<file path="src/sm3_pkg.sv">
package sm3_pkg;

   localparam int unsigned WordWidth  = 32;
   localparam int unsigned CountWidth = 30;
   localparam logic [CountWidth-1:0] ByteLimit = 30'd536870911;
   localparam logic [WordWidth-1:0] TConstLow  = 32'h79cc4519;
   localparam logic [WordWidth-1:0] TConstHigh = 32'h7a879d8a;
   localparam logic [7:0] PadByte = 8'h80;

   typedef logic [WordWidth-1:0] word_type;
   typedef word_type [7:0] chain_type;

   localparam chain_type SM3_IV = '{
      32'hb0fb0e4e, 32'he38dee4d, 32'h163138aa, 32'ha96f30bc,
      32'hda8a0600, 32'h172442d7, 32'h4914b2b9, 32'h7380166f};

   typedef struct packed {
      logic [7:0] data_byte;
      logic       byte_present;
      logic       last;
   } req_type;

   typedef struct packed {
      word_type digest_word0;
      word_type digest_word1;
      word_type digest_word2;
      word_type digest_word3;
      word_type digest_word4;
      word_type digest_word5;
      word_type digest_word6;
      word_type digest_word7;
      logic     too_long;
   } rsp_type;

   // control from sequencer into the compression engine
   typedef struct packed {
      logic start;
   } cmp_ctl_type;

   typedef struct packed {
      logic busy;
      logic done;
   } cmp_sts_type;

   function automatic word_type rotl(input word_type x, input logic [4:0] n);
      logic [2*WordWidth-1:0] d;
      d = {x, x} << n;
      return d[2*WordWidth-1:WordWidth];
   endfunction

   function automatic word_type perm0(input word_type x);
      return x ^ {x[22:0], x[31:23]} ^ {x[14:0], x[31:15]};
   endfunction

   function automatic word_type perm1(input word_type x);
      return x ^ {x[16:0], x[31:17]} ^ {x[8:0], x[31:9]};
   endfunction

endpackage

</file>
<file path="src/sm3_round.sv">
// One SM3 compression unit: a single round datapath used 64 times per block,
// with a rolling 16-word expansion window that yields W[j] and W[j+4].
module sm3_round (
   input  logic                   clock,
   input  logic                   reset,
   input  sm3_pkg::cmp_ctl_type   ctl,
   output sm3_pkg::cmp_sts_type   sts,
   input  sm3_pkg::word_type [15:0] block,
   input  sm3_pkg::chain_type     chain_in,
   output sm3_pkg::chain_type     chain_out
);
   import sm3_pkg::*;

   word_type [15:0] w_ff, w_in;
   chain_type v_ff, v_in;
   logic [5:0] round_ff, round_in;
   logic busy_ff, busy_in, done_ff, done_in;

   word_type a, b, c, d, e, f, g, h;
   word_type a12, ss1, ss2, ff_v, gg_v, tt1, tt2, tc, w_new, wj, wj4;

   always_comb begin
      {h, g, f, e, d, c, b, a} = v_ff;
      wj  = w_ff[0];
      wj4 = w_ff[4];
      tc  = rotl((round_ff < 6'd16) ? TConstLow : TConstHigh, round_ff[4:0]);
      a12 = rotl(a, 5'd12);
      ss1 = rotl(a12 + e + tc, 5'd7);
      ss2 = ss1 ^ a12;
      if (round_ff < 6'd16) begin
         ff_v = a ^ b ^ c;
         gg_v = e ^ f ^ g;
      end else begin
         ff_v = (a & b) | (a & c) | (b & c);
         gg_v = (e & f) | (~e & g);
      end
      tt1 = ff_v + d + ss2 + (wj ^ wj4);
      tt2 = gg_v + h + ss1 + wj;
      // W[j+16] from the window
      w_new = perm1(w_ff[0] ^ w_ff[7] ^ rotl(w_ff[13], 5'd15))
            ^ rotl(w_ff[3], 5'd7) ^ w_ff[10];

      w_in     = w_ff;
      v_in     = v_ff;
      round_in = round_ff;
      busy_in  = busy_ff;
      done_in  = 1'b0;
      if (ctl.start) begin
         w_in     = block;
         v_in     = chain_in;
         round_in = '0;
         busy_in  = 1'b1;
      end else if (busy_ff) begin
         w_in     = {w_new, w_ff[15:1]};
         v_in     = {g, rotl(f, 5'd19), e, perm0(tt2), c, rotl(b, 5'd9), a, tt1};
         round_in = round_ff + 6'd1;
         if (round_ff == 6'd63) begin
            busy_in = 1'b0;
            done_in = 1'b1;
         end
      end
   end

   always_ff @(posedge clock) begin
      w_ff     <= w_in;
      v_ff     <= v_in;
      round_ff <= round_in;
      if (reset) begin
         busy_ff <= 1'b0;
         done_ff <= 1'b0;
      end else begin
         busy_ff <= busy_in;
         done_ff <= done_in;
      end
   end

   assign sts.busy  = busy_ff;
   assign sts.done  = done_ff;
   assign chain_out = v_ff;

endmodule

</file>
<file path="src/sm3_hash_stream_top.sv">
// SM3 streaming hash. A byte that does not fill a block is taken without a stall;
// a byte that completes a 64-byte block stalls the input while the block compresses
// (the unit is started, runs 64 rounds in the shared round unit, then the chain is updated).
// A last beat pads with one or two compressions before the result, or flags too_long
// with no compression if the byte count overflowed. Synchronous active-high reset
// loads the IV, clears counts.
module sm3_hash_stream_top (
   input  logic             clock,
   input  logic             reset,
   input  logic             req_valid,
   output logic             req_stall,
   input  sm3_pkg::req_type req_data,
   output logic             rsp_valid,
   input  logic             rsp_stall,
   output sm3_pkg::rsp_type rsp_data
);
   import sm3_pkg::*;

   typedef enum logic [4:0] {
      ST_IDLE  = 5'b00001,  // take bytes
      ST_BLK   = 5'b00010,  // data block compressing
      ST_PAD1  = 5'b00100,  // first pad block compressing (pos >= 56)
      ST_PAD2  = 5'b01000,  // final block compressing
      ST_OUT   = 5'b10000   // result waiting
   } state_type;

   state_type state_ff, state_in;
   word_type [15:0] buf_ff, buf_in;
   chain_type chain_ff, chain_in;
   logic [CountWidth-1:0] count_ff, count_in;
   logic ovf_ff, ovf_in;
   logic last_ff, last_in;   // finalize pending after a block compression; in the pad states, start pending
   rsp_type out_ff, out_in;

   // The block-full byte lands in buf_ff at the accepting edge, so the unit
   // is started from ST_BLK's first cycle, once the buffer holds the block.
   logic blk_go_ff;

   cmp_ctl_type ctl;
   cmp_sts_type sts;
   chain_type   cmp_out, chain_next;

   sm3_round u_round (
      .clock    (clock),
      .reset    (reset),
      .ctl      (ctl),
      .sts      (sts),
      .block    (buf_ff),
      .chain_in (chain_ff),
      .chain_out(cmp_out)
   );

   logic accept;
   assign accept    = req_valid && !req_stall;
   assign req_stall = (state_ff != ST_IDLE);
   assign rsp_valid = (state_ff == ST_OUT);
   assign rsp_data  = out_ff;

   always_comb begin
      for (int k = 0; k < 8; k++) chain_next[k] = chain_ff[k] ^ cmp_out[k];
   end

   // pad the buffer from byte position pos: 0x80, then zeros
   function automatic word_type [15:0] pad_buf(input word_type [15:0] bi,
                                                input logic [5:0] pos);
      word_type [15:0] r;
      r = bi;
      for (int p = 0; p < 64; p++) begin
         if (p[5:0] == pos) r[p/4][(3-p%4)*8 +: 8] = PadByte;
         else if (p[5:0] > pos) r[p/4][(3-p%4)*8 +: 8] = 8'h00;
      end
      return r;
   endfunction

   logic [5:0] pos;
   logic take_byte;

   always_comb begin
      state_in = state_ff;
      buf_in   = buf_ff;
      chain_in = chain_ff;
      count_in = count_ff;
      ovf_in   = ovf_ff;
      last_in  = last_ff;
      out_in   = out_ff;
      ctl.start = 1'b0;
      pos       = count_ff[5:0];
      take_byte = 1'b0;

      case (state_ff)
         ST_IDLE: begin
            if (accept) begin
               // byte stage
               if (req_data.byte_present && !ovf_ff) begin
                  if (count_ff >= ByteLimit) ovf_in = 1'b1;
                  else begin
                     take_byte = 1'b1;
                     buf_in[pos[5:2]][(2'd3 - pos[1:0])*8 +: 8] = req_data.data_byte;
                     count_in = count_ff + 1'b1;
                  end
               end
               if (take_byte && pos == 6'd63) begin
                  // unit starts next cycle, after the byte is in buf_ff
                  last_in   = req_data.last;
                  state_in  = ST_BLK;
               end else if (req_data.last) begin
                  if (ovf_in) begin
                     out_in   = '0;
                     out_in.too_long = 1'b1;
                     state_in = ST_OUT;
                  end else begin
                     // finalize on count_in
                     buf_in = pad_buf(buf_in, count_in[5:0]);
                     if (count_in[5:0] >= 6'd56) state_in = ST_PAD1;
                     else begin
                        buf_in[14] = '0;
                        buf_in[15] = {count_in[28:0], 3'b000};
                        state_in   = ST_PAD2;
                     end
                     last_in = 1'b1;  // start next cycle
                  end
               end
            end
         end
         ST_BLK: begin
            ctl.start = blk_go_ff;
            if (sts.done) begin
               chain_in = chain_next;
               if (last_ff) begin
                  buf_in = pad_buf(buf_ff, 6'd0);
                  buf_in[14] = '0;
                  buf_in[15] = {count_ff[28:0], 3'b000};
                  state_in = ST_PAD2;
                  last_in  = 1'b1;
               end else state_in = ST_IDLE;
            end
         end
         ST_PAD1, ST_PAD2: begin
            if (last_ff) begin
               ctl.start = 1'b1;
               last_in   = 1'b0;
            end else if (sts.done) begin
               chain_in = chain_next;
               if (state_ff == ST_PAD1) begin
                  buf_in     = '0;
                  buf_in[15] = {count_ff[28:0], 3'b000};
                  last_in    = 1'b1;
                  state_in   = ST_PAD2;
               end else begin
                  out_in = {chain_next[0], chain_next[1], chain_next[2], chain_next[3],
                            chain_next[4], chain_next[5], chain_next[6], chain_next[7],
                            1'b0};
                  state_in = ST_OUT;
               end
            end
         end
         ST_OUT: begin
            if (!rsp_stall) begin
               state_in = ST_IDLE;
               chain_in = SM3_IV;
               count_in = '0;
               ovf_in   = 1'b0;
               last_in  = 1'b0;
            end
         end
         default: state_in = ST_IDLE;
      endcase
   end

   always_ff @(posedge clock) begin
      buf_ff <= buf_in;
      out_ff <= out_in;
      if (reset) begin
         state_ff  <= ST_IDLE;
         chain_ff  <= SM3_IV;
         count_ff  <= '0;
         ovf_ff    <= 1'b0;
         last_ff   <= 1'b0;
         blk_go_ff <= 1'b0;
      end else begin
         state_ff  <= state_in;
         chain_ff  <= chain_in;
         count_ff  <= count_in;
         ovf_ff    <= ovf_in;
         last_ff   <= last_in;
         blk_go_ff <= (state_ff == ST_IDLE) && (state_in == ST_BLK);
      end
   end

endmodule
</file>
<file path="config.mk">
export PLATFORM = sky130hd
export DESIGN_NAME = sm3_hash_stream_top
export DESIGN_NICKNAME = d
export VERILOG_FILES = /design/src/sm3_pkg.sv /design/src/sm3_round.sv /design/src/sm3_hash_stream_top.sv
export SDC_FILE = /design/constraint.sdc
export NUM_CORES = 2
export LEC_CHECK = 0
export BUFFER_PORTS_ARGS = -buffer_cell sky130_fd_sc_hd__buf_2
export CELL_PAD_IN_SITES_DETAIL_PLACEMENT = 0
export CELL_PAD_IN_SITES_GLOBAL_PLACEMENT = 2
export CORE_MARGIN = 5
export CORE_UTILIZATION = 44
export DETAILED_ROUTE_END_ITERATION = 6
export PLACE_DENSITY = 0.92
export SYNTH_ARGS = -nofsm -noshare
export SYNTH_HDL_FRONTEND = slang
export SYNTH_SLANG_ARGS = --single-unit
</file>
<file path="constraint.sdc">
create_clock -name clock -period 104.9 [get_ports clock]
set_input_delay 10.49 -clock clock [delete_from_list [all_inputs] [get_ports clock]]
set_output_delay 10.49 -clock clock [all_outputs]
set_load 0.05 [all_outputs]
</file>
==> metrics.cfg <==
[synth]
yosysSeqAreaShare_pct=53.7
synth_nets=10400
postSynthAreaPerCell_sq_um=9.61
syn-cell-area_sq_um=97300
async_flop_share_pct=0
synth_seq_cells=1839
synth_cells=10100
yosys_warnings=0
synth_edf_count=1537
yosysUniqueCellTypes=92
synth_ff_type=edfxtp_1

[floorplan]
row_count=172
die_width_microns=480
die_y_microns=480
io_pins=273
start_util_pct=44.3
die_area_sq_um=231000
core_area_sq_um=220000

[worst_setup_path]
startpoint=req_data[1]
crit_arrival_ns=14.64
critPathKind=input pin to flip-flop
worst-path-buf-inv=5
start_kind=input pin
slowest_stage=buf_4
path_max_fanout=76
required_ns=105.39
crit_top_cell=buf_4
crit_path_max_incr_delay_ns=0.83
r2r_setup_slack_ns=92.53
cp_cell_sequence=buf_2 > a21oi_1 > nor2_1 > nor2_1 > nor3_2 > buf_4 > buf_4 > buf_4 > buf_4
crit_family=buffers and inverters
r2r_start=u_round.round_ff[4]
cp-end-kind=flip-flop

[global_route]
gr-total-overflow=0
grt_pass1_vias=70400
antenna_found_initial=11
grt_pass1_wl_mm=494
grt_max_degree=167
grt_use_total_pct=29.0

[detailed_routing]
via_per_inst=5.62
wl_mm=344
firstDrtPassIters=6
drtAntennaViolNets=0
route.detailed.drc=0
vias=74600
wl_per_cell_microns=25.9
dr.first_iter.drc_count=8239

[pwr]
p_per_area_nw_per_um2=34.3
ir_worst_vdd_mv=0.102
power.leakage_nw=38.6

[cts]
cts_buffers=199
clock-root-buffer=clkbuf_16
clk_path_buf_depth=3
cts_tree=yes
post_cts_buffers=0
cts_sinks=1839
clk_latency_ns=0.89
cts_hold_buf=0
clkTransAtPathRegs_ns=0.06
h-tree-depth=4
cts-resized-gates=0

[hold_path]
hold_start=u_round.w_ff[84]
min_path_type=flip-flop to flip-flop

[outcome]
outcome=finished, final reports clean

[timing]
setup-tns-final_ns=0
hold_viol_final=0
timing.final.crit_period_ns=14.14
slew_headroom_pct=16.3
setup_viol=0
whs_ns=0.498
slew_violations=0
rsz0062_at_grt=no
fin_ws_ns=90.76
finalClockSkew_ns=0.0447
fmax_mhz=70.7
worst_slew_pin_slew_ns=1.25
period_share_pct=13.5

[placed_design]
placed_area_sq_um=101000
portBuffers=272
placed_cells=12900
gp_congestion=0.983
dp_slack_ns=89.81
dp_hpwl_mm=250

[final_layout]
nNetsFinal=10400
drive_gt1_share_pct=7.53
syn_to_final_growth_pct=11.1
final_cell_area_sq_um=108000
fillers=20500
instances_no_fill=13300

[run]
max_cap_viol_count=0

[cell families (layout without fill, tap and decap cells)]
| logic type | after synthesis | in the layout | share of synthesized area [%] |
|---|---|---|---|
| xor+xnor | 676 | 676 | 6.21 |
| simple gates | 4457 | 4457 | 18.8 |
| mux | 209 | 209 | 2.17 |
| fa+ha+maj | 292 | 292 | 5.20 |
| flops | 1839 | 1839 | 53.7 |
| buf+inv | 877 | 1064 | 3.45 |
| compound gates | 1769 | 1769 | 10.5 |
| other cells | 0 | 7 | 0 |
[routing by layer]
layer	vias up	share of wire (%)	global-route usage, %
met1	36600	42	39.9
met3	538	7.4	4.40
li1	34400	-	-
met4	4	4.5	11.6
met5	-	0.0061	0
met2	3001	46	46.4
[flip-flops by register name, indices dropped and copies added, names as in the netlist, 5 cells and up]
| name | count |
|---|---|
| u_round.wj4 | 32 |
| u_round.w_ff | 448 |
| u_round.c | 32 |
| u_round.h | 32 |
| u_round.f | 32 |
| rsp_data | 257 |
| u_round.b | 32 |
| count_ff | 30 |
| u_round.e | 32 |
| u_round.round_ff | 6 |
| chain_ff | 256 |
| u_round.d | 32 |
| u_round.wj | 32 |
| state_ff | 5 |
| u_round.a | 32 |
| u_round.g | 32 |
| buf_ff | 512 |
[cells in the final DEF, fill, tap and decap left out, drive strengths merged, types with 117 or more instances in the layout]
cell type and count:
a21o 117, a21oi 763, buf 389, clkbuf 245, dfxtp 302, edfxtp 1537, fa 188, inv 307
mux2i 193, nand2 2307, nand3 210, nor2 1502, o21ai 538, xnor2 569
[metrics by stage]
stage / util (%) / power, mW
after floorplan: - / 2.42
after global placement: 46.1 / 2.92
after detailed placement: 46.1 / 2.95
after CTS: 49.2 / 3.69
after global routing: 49.2 / 3.90
final: 49.2 / 3.71
[worst reg2reg max path: cells and delay by family, from the launching register on]
family | cells | cell delay (ns)
AO/OA/AOI/OAI | 17 | 5.20
XOR/XNOR | 3 | 0.91
adder cells (fa/ha/maj) | 7 | 2.91
buffers and inverters | 6 | 2.00
flip-flops | 1 | 0.31
multiplexers | 2 | 0.51
AND/OR/NAND/NOR | 3 | 0.21
[cell type report]
| class | instances | area [sq um] | area share, % |
|---|---|---|---|
| Sequential cell | 1839 | 52200 | 48.3 |
| Timing Repair Buffer | 389 | 2350 | 2.17 |
| Inverter | 302 | 1150 | 1.06 |
| Multi-Input combinational cell | 7403 | 41800 | 38.7 |
| Clock inverter | 128 | 1550 | 1.44 |
| Antenna cell | 7 | 17.5 | 0.0162 |
| Clock buffer | 245 | 5270 | 4.87 |
| Tap cell | 2958 | 3700 | 3.43 |
[synthesized netlist by cell type, types with 33 or more instances]
| master | n | area share, % |
|---|---|---|
| a21o_1 | 117 | 0.90 |
| a21oi_1 | 763 | 3.9 |
| and2_1 | 49 | 0.32 |
| buf_2 | 39 | 0.20 |
| clkbuf_1 | 517 | 2.0 |
| dfxtp_1 | 302 | 6.2 |
| edfxtp_1 | 1537 | 47 |
| fa_1 | 188 | 3.9 |
| ha_1 | 103 | 1.3 |
| inv_1 | 297 | 1.1 |
| mux2i_1 | 193 | 2.0 |
| nand2_1 | 2306 | 8.9 |
| nand2b_1 | 67 | 0.43 |
| nand3_1 | 208 | 1.1 |
| nand3b_1 | 101 | 0.78 |
| nor2_1 | 1497 | 5.8 |
| nor3_1 | 72 | 0.37 |
| o21ai_0 | 515 | 2.6 |
| o21bai_1 | 97 | 0.75 |
| o31ai_1 | 33 | 0.25 |
| or4_1 | 44 | 0.34 |
| xnor2_1 | 566 | 5.1 |
| xor2_1 | 101 | 0.91 |
[worst paths after layout]
path	end	cells after the start
worst max-delay path	rsp_data[138]	9
worst min-delay path	u_round.w_ff[52]	2
worst min register to register	u_round.w_ff[52]	2
worst max register to register	u_round.e[7]	38
[power breakdown]
part / leakage [nW] / switching [mW] / internal [mW]
Clock: 3.26 / 0.316 / 0.422
Sequential: 16.4 / 0.0311 / 0.968
Combinational: 19.0 / 1.22 / 0.749
Total: 38.6 / 1.57 / 2.14
Note: power is estimated with default switching activity, not from simulation.
